[src/rtl/core/mne_pkg.sv]
// mne_pkg: shared widths, codes and byte constants of the MIDI note event encoder
// no dependencies; imported by every module of the block
`timescale 1ns / 1ps

package mne_pkg;

    // field widths
    localparam int STAMP_WIDTH   = 31;
    localparam int VLQ_MAX_BYTES = 5;
    localparam int PITCH_W       = 7;
    localparam int VEL_W         = 7;
    localparam int BYTE_W        = 8;
    localparam int RATIO_W       = 48;
    localparam int RATIO_FRAC_W  = 32;
    localparam int RATIO_INT_W   = 16;
    localparam int CFG_IDX_W     = 1;

    // shared multiplier and tick arithmetic widths
    localparam int MUL_W   = 32;
    localparam int PROD_W  = 2 * MUL_W;
    localparam int ROUND_W = PROD_W + 1;
    localparam int SUM_W   = STAMP_WIDTH + RATIO_INT_W + 1;
    localparam int DELTA_W = (VLQ_MAX_BYTES * 7 >= 32) ? 32 : VLQ_MAX_BYTES * 7;
    localparam int CMP_W   = (SUM_W > DELTA_W) ? SUM_W : DELTA_W;
    localparam logic [DELTA_W-1:0] DELTA_CAP  = '1;
    localparam logic [ROUND_W-1:0] ROUND_HALF = ROUND_W'(1) << (RATIO_FRAC_W - 1);

    // byte position inside one event: vlq bytes, status, pitch, velocity
    localparam int POS_W   = $clog2(VLQ_MAX_BYTES + 3);
    localparam int EOT_LEN = 4;

    // register indexes
    localparam logic [CFG_IDX_W-1:0] CFG_TICK_RATIO    = CFG_IDX_W'(0);
    localparam logic [CFG_IDX_W-1:0] CFG_NOTE_VELOCITY = CFG_IDX_W'(1);

    // register reset values
    localparam logic [RATIO_W-1:0] TICK_RATIO_RESET = RATIO_W'(9349594);
    localparam logic [VEL_W-1:0]   VELOCITY_RESET   = VEL_W'(80);

    // request codes
    localparam logic FUNC_NOTE = 1'b0;
    localparam logic FUNC_END  = 1'b1;

    // status and meta bytes
    localparam logic [BYTE_W-1:0] NOTE_ON_STATUS  = 8'h90;
    localparam logic [BYTE_W-1:0] NOTE_OFF_STATUS = 8'h80;
    localparam logic [BYTE_W-1:0] META_STATUS     = 8'hFF;
    localparam logic [BYTE_W-1:0] META_END_TRACK  = 8'h2F;
    localparam logic [BYTE_W-1:0] EOT_DELTA_BYTE  = 8'h02;
    localparam logic [BYTE_W-1:0] EOT_LEN_BYTE    = 8'h00;

    // response of the tick unit
    typedef struct packed {
        logic               done;
        logic [DELTA_W-1:0] ticks;
    } t_tick_rsp;

    // end-of-track event bytes by position
    function automatic logic [BYTE_W-1:0] eot_byte(input logic [1:0] idx);
        logic [BYTE_W-1:0] b;
        case (idx)
            2'd0:    b = EOT_DELTA_BYTE;
            2'd1:    b = META_STATUS;
            2'd2:    b = META_END_TRACK;
            default: b = EOT_LEN_BYTE;
        endcase
        return b;
    endfunction

endpackage

[src/rtl/core/mne_tick_unit.sv]
// mne_tick_unit: converts a sample difference to midi ticks with one shared multiplier
// depends on mne_pkg
`timescale 1ns / 1ps

module mne_tick_unit import mne_pkg::*; (
    input  logic                   i_clk,
    input  logic                   i_rst_n,
    input  logic                   i_start,
    input  logic [STAMP_WIDTH-1:0] i_diff,
    input  logic [RATIO_W-1:0]     i_ratio,
    output t_tick_rsp              o_rsp
);

    typedef enum logic [1:0] {T_IDLE, T_LO, T_HI, T_SUM} t_state;

    t_state                   r_state, n_state;
    logic [STAMP_WIDTH-1:0]   r_diff;
    logic [PROD_W-1:0]        r_prod;
    logic [SUM_W-1:0]         r_frac;
    t_tick_rsp                r_rsp;

    logic [MUL_W-1:0]   w_mul_a;
    logic [MUL_W-1:0]   w_mul_b;
    logic [PROD_W-1:0]  w_prod;
    logic [ROUND_W-1:0] w_round;
    logic [SUM_W-1:0]   w_sum;
    logic               w_sat;

    // shared multiplier: fraction part of the ratio first, then the integer part
    assign w_mul_a = MUL_W'(r_diff);
    assign w_mul_b = (r_state == T_LO) ? i_ratio[RATIO_FRAC_W-1:0]
                                       : MUL_W'(i_ratio[RATIO_W-1:RATIO_FRAC_W]);
    assign w_prod  = PROD_W'(w_mul_a) * PROD_W'(w_mul_b);

    // round half up of the fraction product, then integer sum and saturation
    assign w_round = ROUND_W'(r_prod) + ROUND_HALF;
    assign w_sum   = SUM_W'(r_prod) + r_frac;
    assign w_sat   = CMP_W'(w_sum) > CMP_W'(DELTA_CAP);

    // sequencer
    always_comb begin
        n_state = r_state;
        case (r_state)
            T_IDLE:  if (i_start) n_state = T_LO;
            T_LO:    n_state = T_HI;
            T_HI:    n_state = T_SUM;
            T_SUM:   n_state = T_IDLE;
            default: n_state = T_IDLE;
        endcase
    end

    always_ff @(posedge i_clk) begin
        if (r_state == T_IDLE && i_start) begin
            r_diff <= i_diff;
        end
        if (r_state == T_LO) begin
            r_prod <= w_prod;
        end
        if (r_state == T_HI) begin
            r_frac <= SUM_W'(w_round[ROUND_W-1:RATIO_FRAC_W]);
            r_prod <= w_prod;
        end
        if (r_state == T_SUM) begin
            r_rsp.ticks <= w_sat ? DELTA_CAP : DELTA_W'(w_sum);
        end
        if (!i_rst_n) begin
            r_state    <= T_IDLE;
            r_rsp.done <= 1'b0;
        end else begin
            r_state    <= n_state;
            r_rsp.done <= (r_state == T_SUM);
        end
    end

    assign o_rsp = r_rsp;

endmodule

[src/rtl/core/midi_note_event_encoder_top.sv]
// midi_note_event_encoder_top: sequencer, stamp state, config registers and byte output
// depends on mne_pkg and mne_tick_unit
`timescale 1ns / 1ps

// A note request (func 0) produces a note-on then a note-off track event, each as a
// big-endian VLQ delta time followed by status, pitch and the configured velocity; an
// end-of-track request (func 1) produces 02 FF 2F 00. Delta times are the stamp minus the
// previous stamp scaled by tick_ratio (Q16.32), rounded half up and saturated; a backward
// stamp gives delta 0 and raises order_error on every byte of that note. Words are taken
// one request at a time: o_in_stall stays high from acceptance until the last byte has
// been loaded into the output register. A note makes two passes through the shared tick
// multiplier, then loads one byte per cycle into the output register while it is free
// (8 to 16 bytes); end of track loads its four bytes the same way. Output bytes
// stall independently through a one-word output register. Configuration is always ready
// and must only be written while no request is in flight.

module midi_note_event_encoder_top import mne_pkg::*; (
    input  logic                   i_clk,
    input  logic                   i_rst_n,
    // request words
    input  logic                   i_in_valid,
    output logic                   o_in_stall,
    input  logic                   i_func,
    input  logic [PITCH_W-1:0]     i_pitch,
    input  logic [STAMP_WIDTH-1:0] i_start_stamp,
    input  logic [STAMP_WIDTH-1:0] i_stop_stamp,
    // byte words
    output logic                   o_out_valid,
    input  logic                   i_out_stall,
    output logic [BYTE_W-1:0]      o_out_byte,
    output logic                   o_last_byte,
    output logic                   o_order_error,
    // configuration writes
    input  logic                   i_cfg_valid,
    output logic                   o_cfg_ready,
    input  logic [CFG_IDX_W-1:0]   i_cfg_index,
    input  logic [RATIO_W-1:0]     i_cfg_data
);

    typedef enum logic [1:0] {S_IDLE, S_ON, S_OFF, S_EMIT} t_state;

    // control registers
    t_state                 r_state, n_state;
    logic [STAMP_WIDTH-1:0] r_prev, n_prev;
    logic [RATIO_W-1:0]     r_ratio, n_ratio;
    logic [VEL_W-1:0]       r_vel, n_vel;
    logic                   r_out_valid, n_out_valid;
    // payload registers
    logic                   r_func, n_func;
    logic [PITCH_W-1:0]     r_pitch, n_pitch;
    logic [STAMP_WIDTH-1:0] r_stop, n_stop;
    logic                   r_err, n_err;
    logic [DELTA_W-1:0]     r_ticks_on, n_ticks_on;
    logic [DELTA_W-1:0]     r_ticks_off, n_ticks_off;
    logic                   r_evt, n_evt;
    logic [POS_W-1:0]       r_pos, n_pos;
    logic [BYTE_W-1:0]      r_out_byte, n_out_byte;
    logic                   r_out_last, n_out_last;
    logic                   r_out_err, n_out_err;

    // tick unit link
    logic                   w_tick_start;
    logic [STAMP_WIDTH-1:0] w_tick_diff;
    t_tick_rsp              w_tick_rsp;

    // byte selection
    logic                   w_in_acc;
    logic                   w_out_free;
    logic [DELTA_W-1:0]     w_cur_ticks;
    logic [POS_W-1:0]       w_groups;
    logic [POS_W-1:0]       w_vlq_idx;
    logic [BYTE_W-1:0]      w_vlq_byte;
    logic [BYTE_W-1:0]      w_note_byte;
    logic                   w_event_end;
    logic                   w_back_on;
    logic                   w_back_off;

    mne_tick_unit u_tick (
        .i_clk   (i_clk),
        .i_rst_n (i_rst_n),
        .i_start (w_tick_start),
        .i_diff  (w_tick_diff),
        .i_ratio (r_ratio),
        .o_rsp   (w_tick_rsp)
    );

    assign w_in_acc   = i_in_valid && (r_state == S_IDLE);
    assign w_out_free = !r_out_valid || !i_out_stall;
    assign w_back_on  = i_start_stamp < r_prev;
    assign w_back_off = r_stop < r_prev;

    // vlq group count and the byte at the current position
    always_comb begin
        w_cur_ticks = r_evt ? r_ticks_off : r_ticks_on;
        w_groups    = POS_W'(1);
        for (int k = 1; k < VLQ_MAX_BYTES; k++) begin
            if ((w_cur_ticks >> (7 * k)) != '0) begin
                w_groups = w_groups + POS_W'(1);
            end
        end
        w_vlq_idx  = w_groups - POS_W'(1) - r_pos;
        w_vlq_byte = '0;
        for (int k = 0; k < VLQ_MAX_BYTES; k++) begin
            if (w_vlq_idx == POS_W'(k)) begin
                w_vlq_byte = {(k != 0) ? 1'b1 : 1'b0, 7'(w_cur_ticks >> (7 * k))};
            end
        end
        if (r_pos < w_groups) begin
            w_note_byte = w_vlq_byte;
        end else if (r_pos == w_groups) begin
            w_note_byte = r_evt ? NOTE_OFF_STATUS : NOTE_ON_STATUS;
        end else if (r_pos == w_groups + POS_W'(1)) begin
            w_note_byte = {1'b0, r_pitch};
        end else begin
            w_note_byte = {1'b0, r_vel};
        end
        w_event_end = (r_pos == w_groups + POS_W'(2));
    end

    // sequencer, config writes and output register
    always_comb begin
        n_state      = r_state;
        n_prev       = r_prev;
        n_ratio      = r_ratio;
        n_vel        = r_vel;
        n_func       = r_func;
        n_pitch      = r_pitch;
        n_stop       = r_stop;
        n_err        = r_err;
        n_ticks_on   = r_ticks_on;
        n_ticks_off  = r_ticks_off;
        n_evt        = r_evt;
        n_pos        = r_pos;
        n_out_valid  = r_out_valid && i_out_stall;
        n_out_byte   = r_out_byte;
        n_out_last   = r_out_last;
        n_out_err    = r_out_err;
        w_tick_start = 1'b0;
        w_tick_diff  = '0;

        if (i_cfg_valid) begin
            case (i_cfg_index)
                CFG_TICK_RATIO:    n_ratio = i_cfg_data;
                CFG_NOTE_VELOCITY: n_vel   = i_cfg_data[VEL_W-1:0];
                default: ;
            endcase
        end

        case (r_state)
            S_IDLE: begin
                if (w_in_acc) begin
                    n_func  = i_func;
                    n_pitch = i_pitch;
                    n_stop  = i_stop_stamp;
                    n_evt   = 1'b0;
                    n_pos   = '0;
                    if (i_func == FUNC_END) begin
                        n_prev  = '0;
                        n_err   = 1'b0;
                        n_state = S_EMIT;
                    end else begin
                        w_tick_start = 1'b1;
                        w_tick_diff  = w_back_on ? '0 : i_start_stamp - r_prev;
                        n_err        = w_back_on;
                        n_prev       = i_start_stamp;
                        n_state      = S_ON;
                    end
                end
            end
            S_ON: begin
                if (w_tick_rsp.done) begin
                    n_ticks_on   = w_tick_rsp.ticks;
                    w_tick_start = 1'b1;
                    w_tick_diff  = w_back_off ? '0 : r_stop - r_prev;
                    n_err        = r_err || w_back_off;
                    n_prev       = r_stop;
                    n_state      = S_OFF;
                end
            end
            S_OFF: begin
                if (w_tick_rsp.done) begin
                    n_ticks_off = w_tick_rsp.ticks;
                    n_state     = S_EMIT;
                end
            end
            S_EMIT: begin
                if (w_out_free) begin
                    n_out_valid = 1'b1;
                    n_out_err   = r_err;
                    if (r_func == FUNC_END) begin
                        n_out_byte = eot_byte(r_pos[1:0]);
                        n_out_last = (r_pos == POS_W'(EOT_LEN - 1));
                    end else begin
                        n_out_byte = w_note_byte;
                        n_out_last = r_evt && w_event_end;
                    end
                    if (n_out_last) begin
                        n_state = S_IDLE;
                    end else if (r_func == FUNC_NOTE && w_event_end) begin
                        n_evt = 1'b1;
                        n_pos = '0;
                    end else begin
                        n_pos = r_pos + POS_W'(1);
                    end
                end
            end
            default: n_state = S_IDLE;
        endcase
    end

    always_ff @(posedge i_clk) begin
        r_func      <= n_func;
        r_pitch     <= n_pitch;
        r_stop      <= n_stop;
        r_err       <= n_err;
        r_ticks_on  <= n_ticks_on;
        r_ticks_off <= n_ticks_off;
        r_evt       <= n_evt;
        r_pos       <= n_pos;
        r_out_byte  <= n_out_byte;
        r_out_last  <= n_out_last;
        r_out_err   <= n_out_err;
        if (!i_rst_n) begin
            r_state     <= S_IDLE;
            r_prev      <= '0;
            r_ratio     <= TICK_RATIO_RESET;
            r_vel       <= VELOCITY_RESET;
            r_out_valid <= 1'b0;
        end else begin
            r_state     <= n_state;
            r_prev      <= n_prev;
            r_ratio     <= n_ratio;
            r_vel       <= n_vel;
            r_out_valid <= n_out_valid;
        end
    end

    assign o_in_stall    = (r_state != S_IDLE);
    assign o_cfg_ready   = 1'b1;
    assign o_out_valid   = r_out_valid;
    assign o_out_byte    = r_out_byte;
    assign o_last_byte   = r_out_last;
    assign o_order_error = r_out_err;

endmodule

[config.mk]
export PLATFORM = sky130hd
export DESIGN_NAME = midi_note_event_encoder_top
export DESIGN_NICKNAME = d
export VERILOG_FILES = /design/src/rtl/core/mne_pkg.sv /design/src/rtl/core/mne_tick_unit.sv /design/src/rtl/core/midi_note_event_encoder_top.sv
export SDC_FILE = /design/constraint.sdc
export NUM_CORES = 2
export LEC_CHECK = 0
export ABC_CLOCK_PERIOD_IN_PS = 7800
export BUFFER_PORTS_ARGS = -buffer_cell sky130_fd_sc_hd__buf_2
export CORE_MARGIN = 4
export CORE_UTILIZATION = 40
export CTS_BUF_LIST = sky130_fd_sc_hd__clkbuf_4
export CTS_CLUSTER_DIAMETER = 100
export DETAILED_ROUTE_END_ITERATION = 8
export GPL_TIMING_DRIVEN = 0
export PLACE_DENSITY = 0.56
export SKIP_LAST_GASP = 1
export SYNTH_ARGS = -nofsm -noshare
export SYNTH_HDL_FRONTEND = slang
export SYNTH_SLANG_ARGS = --single-unit
[constraint.sdc]
create_clock -name i_clk -period 7.8 [get_ports i_clk]
set_clock_uncertainty 0.15 [all_clocks]
set_input_delay 0.39 -clock i_clk [delete_from_list [all_inputs] [get_ports i_clk]]
set_output_delay 0.39 -clock i_clk [all_outputs]
set_load 0.05 [all_outputs]
==> results.md <==
- Pins Over Slew Limit: 0
- RSZ-0062 raised after global routing: yes
- # IOs: about 140
- Sequential area share after synthesis: 0.195
- Top Family by Delay on Critical Path: adder cells
- Worst hold stages: 2
- Post-Synthesis Cells: approximately 5,400
- Crit path DAT: between 9 and 10 ns
- Max clock buf depth: 3
- Final Non-Filler Cells: 7,681
- # DRC: 0
- Async SR Flop Fraction: 0
- Post-Syn Area: ~52,000 µm²
- Die width: 369 µm
- Status: finished with violations
- Wire per inst: 25.3 µm
- Grt ovf: 0
- Initial antenna violation count: 16
- Die area: ~140,000 µm²
- Post-route ant nets: 0
- Detail Placement HPWL: 156 mm
- Synth Register Bits: 368
- Startpoint Class: register
- Hold wc startpoint: i_stop_stamp[5]
- Largest net degree at the start of global routing: 65
- DRT Pass-1 Iters: 5
- Least-Margin Pin Slew: 1.21 ns
- Vias: 41,600
- TritonCTS clock tree: yes
- CORE AREA: 129,000 µm²
- Gr usage total: 0.285
- Max Cap Viol: 0
- Fin worst setup slack: -1.17 ns
- Fin. Hold Viols: 0
- Std cell rows: roughly 130
- Via-per-instance ratio: about 5.4
- Hold Path Sink: r_stop[5]
- Nets@finish: between 7,000 and 8,000
- Final Critical Period: 8.97 ns
- Initial DRC Count: 3,734
- Final period util: 1.15
- CP peak stage delay: ~0.85 ns
- Syn. warnings: 0
- First-pass GRT wire length: 283 mm
- Worst-skew pair later-pin latency: between 0.9 and 1 ns
- Most Frequent Cell on Critical Path: fa_1
- Critical path type: register to register
- FILL cells: around 12,000
- # clock sinks: around 370
- FF-to-FF path depth: 22
- Multi-input gate area: 38,100 µm²
- Gpl congestion: 1.01
- Crit path max-delay cell type: clkbuf_1
- Clock slew at reported path FFs: 0.06 ns
- Critical R2R Launch: u_tick.r_diff[25]
- Worst min-delay path category: input port to register
- Worst relative slew slack: 0.194
- Root buf cell: clkbuf_4
- Max Freq: between 100 and 150 MHz
- Critical Path RT: roughly 8.2 ns
- Util after Layout: 0.462
- CP endpoint kind: register
- Failing checks: setup timing
- Mapped Avg Cell Area: 9.58 µm²
- Post-synth top flop: edfxtp_1
- Area occupied by registers: between 10,000 and 15,000 µm²
- DRT Wirelength: 195 mm
- Post-placement cell count: 7,305
- WP depth: 22
- CP max FO: 11
- CP cell instances: clkbuf_1, nand2_1, fa_1, inv_1, fa_1, fa_1, fa_2, fa_1, fa_1, fa_1, fa_1, ha_4, a2111oi_4, o21ai_2, a221oi_2, o21ai_2, a221oi_4, nand3_2, a2111oi_4, o31ai_4, a221oi_2, xnor2_1
- Die height: roughly 370 µm
- Final Setup Violations: 34
- CP bufs+invs: 2
- Port Buffers: 132
- R2R setup slack: -1.17 ns
- Initial Utilization: 0.402
- CTS buffer count: 91
- Reg2reg end: u_tick.r_prod[61]
- H-tree depth: 3
- Area Overhead vs Synth: 14.7%
- Vias in the first global route: 42,700
- Share of cells above drive strength 1: 0.111
- Synth cell types: 89
- Synth Net Count: 6,796
- Number of synthesized flops with an enable pin: approximately 280
-- synth_stat cells (23+ instances only) --
cell type	count	area [µm²]
o21a_1	23	173
a21oi_1	161	806
nor2_1	141	529
xnor2_1	102	893
o211a_1	33	330
fa_1	871	17400
o21ai_0	95	475
and2_1	310	1940
clkbuf_1	296	1110
nor3_1	35	175
nand2_1	747	2800
nand3_1	72	360
inv_1	897	3370
o22ai_1	28	175
ha_1	372	4650
nor2b_1	24	150
nand4_1	25	156
and3_1	255	1600
xor2_1	77	674
nand2b_1	57	357
dfxtp_1	92	1840
a31oi_1	25	156
a21boi_0	47	353
a22oi_1	33	248
mux2_2	23	259
a21o_1	72	541
edfxtp_1	276	8290
-- logic make-up (layout without fill, tap and decap cells) --
family | after synthesis | after routing | share of synthesized area
AO/OA/AOI/OAI | 658 | 658 | 0.0867
XOR/XNOR | 179 | 179 | 0.0301
adder cells (fa/ha/maj) | 1243 | 1243 | 0.425
buffers and inverters | 1204 | 1700 | 0.0871
flip-flops | 368 | 368 | 0.195
multiplexers | 51 | 51 | 0.0137
other | 1 | 15 | 0.0000721
AND/OR/NAND/NOR | 1725 | 1725 | 0.163
-- through the flow --
step	TNS [ns]	cell area [µm²]	hold slack (ns)	setup WS (ns)
floorplan	-0.704	52300	0.271	-0.308
global placement	-59.21	55100	0.275	-2.17
detailed placement	-60.27	55200	0.280	-2.18
CTS	-17.32	59300	0.00573	-1.10
global route	-26.02	59700	0.0256	-1.35
finish	-19.53	59700	0.0962	-1.17
-- worst max path at each step --
| stage | from | endpoint |
|---|---|---|
| 2_1_floorplan | u_tick.r_state[1] | u_tick.r_prod[61] |
| 3_3_place_gp | u_tick.r_state[1] | u_tick.r_prod[61] |
| 3_5_place_dp | u_tick.r_state[1] | u_tick.r_prod[61] |
| 4_1_cts | u_tick.r_state[1] | u_tick.r_prod[61] |
| 5_1_grt | u_tick.r_diff[25] | u_tick.r_prod[61] |
| 6_report | u_tick.r_diff[25] | u_tick.r_prod[61] |
-- layer usage --
metal  wire [µm]  share of wire  up-vias  GRT usage
met1       80000           0.41    21000      0.381
met3       16300          0.084      452     0.0586
li1            -              -    18300          -
met5          26        0.00013        -          0
met2       85800           0.44     1829      0.439
met4       12500          0.064        4      0.147
-- cell usage in the layout (no fill, tap or decap), drive strengths merged, types with 77 or more instances in the layout --
| cell | netlist | final |
|---|---|---|
| edfxtp | 276 | 276 |
| clkbuf | 296 | 416 |
| nor2 | 141 | 141 |
| fa | 871 | 871 |
| ha | 372 | 372 |
| o21ai | 106 | 106 |
| xnor2 | 102 | 102 |
| xor2 | 77 | 77 |
| a21oi | 162 | 162 |
| dfxtp | 92 | 92 |
| and2 | 312 | 312 |
| and3 | 256 | 256 |
| buf | 11 | 197 |
| inv | 897 | 898 |
| dlygate4sd3 | 0 | 162 |
| nand2 | 747 | 747 |
-- cell type report --
type	count	share of cell area
Antenna cell	14	0.000587
Buffer	298	0.0328
Clock buffer	138	0.0174
Clock inverter	28	0.00289
Inverter	897	0.0564
Multi-Input combinational cell	3857	0.639
Sequential cell	368	0.170
Tap cell	1742	0.0365
Timing Repair Buffer	339	0.0450
-- state kept, by name, summed over array words and instances, names as in the netlist, 8 cells and up --
name,cells
o_out_byte,8
r_prev,31
r_ratio,48
r_stop,31
r_ticks_off,32
r_ticks_on,32
u_tick.o_rsp,33
u_tick.r_diff,31
u_tick.r_frac,32
u_tick.r_prod,63
-- what timing repair did --
action	4_1_cts	5_1_grt
setup endpoints to repair	46	40
hold buffers	162	0
resized for setup	330	65
setup buffers	27	14
pin swaps	56	20
cloned	2	0
endpoints found under the hold margin	155	0
Power is left out: the tool's default activity adds up to more than one toggle a clock period on the data nets, which glitch-free logic cannot reach.
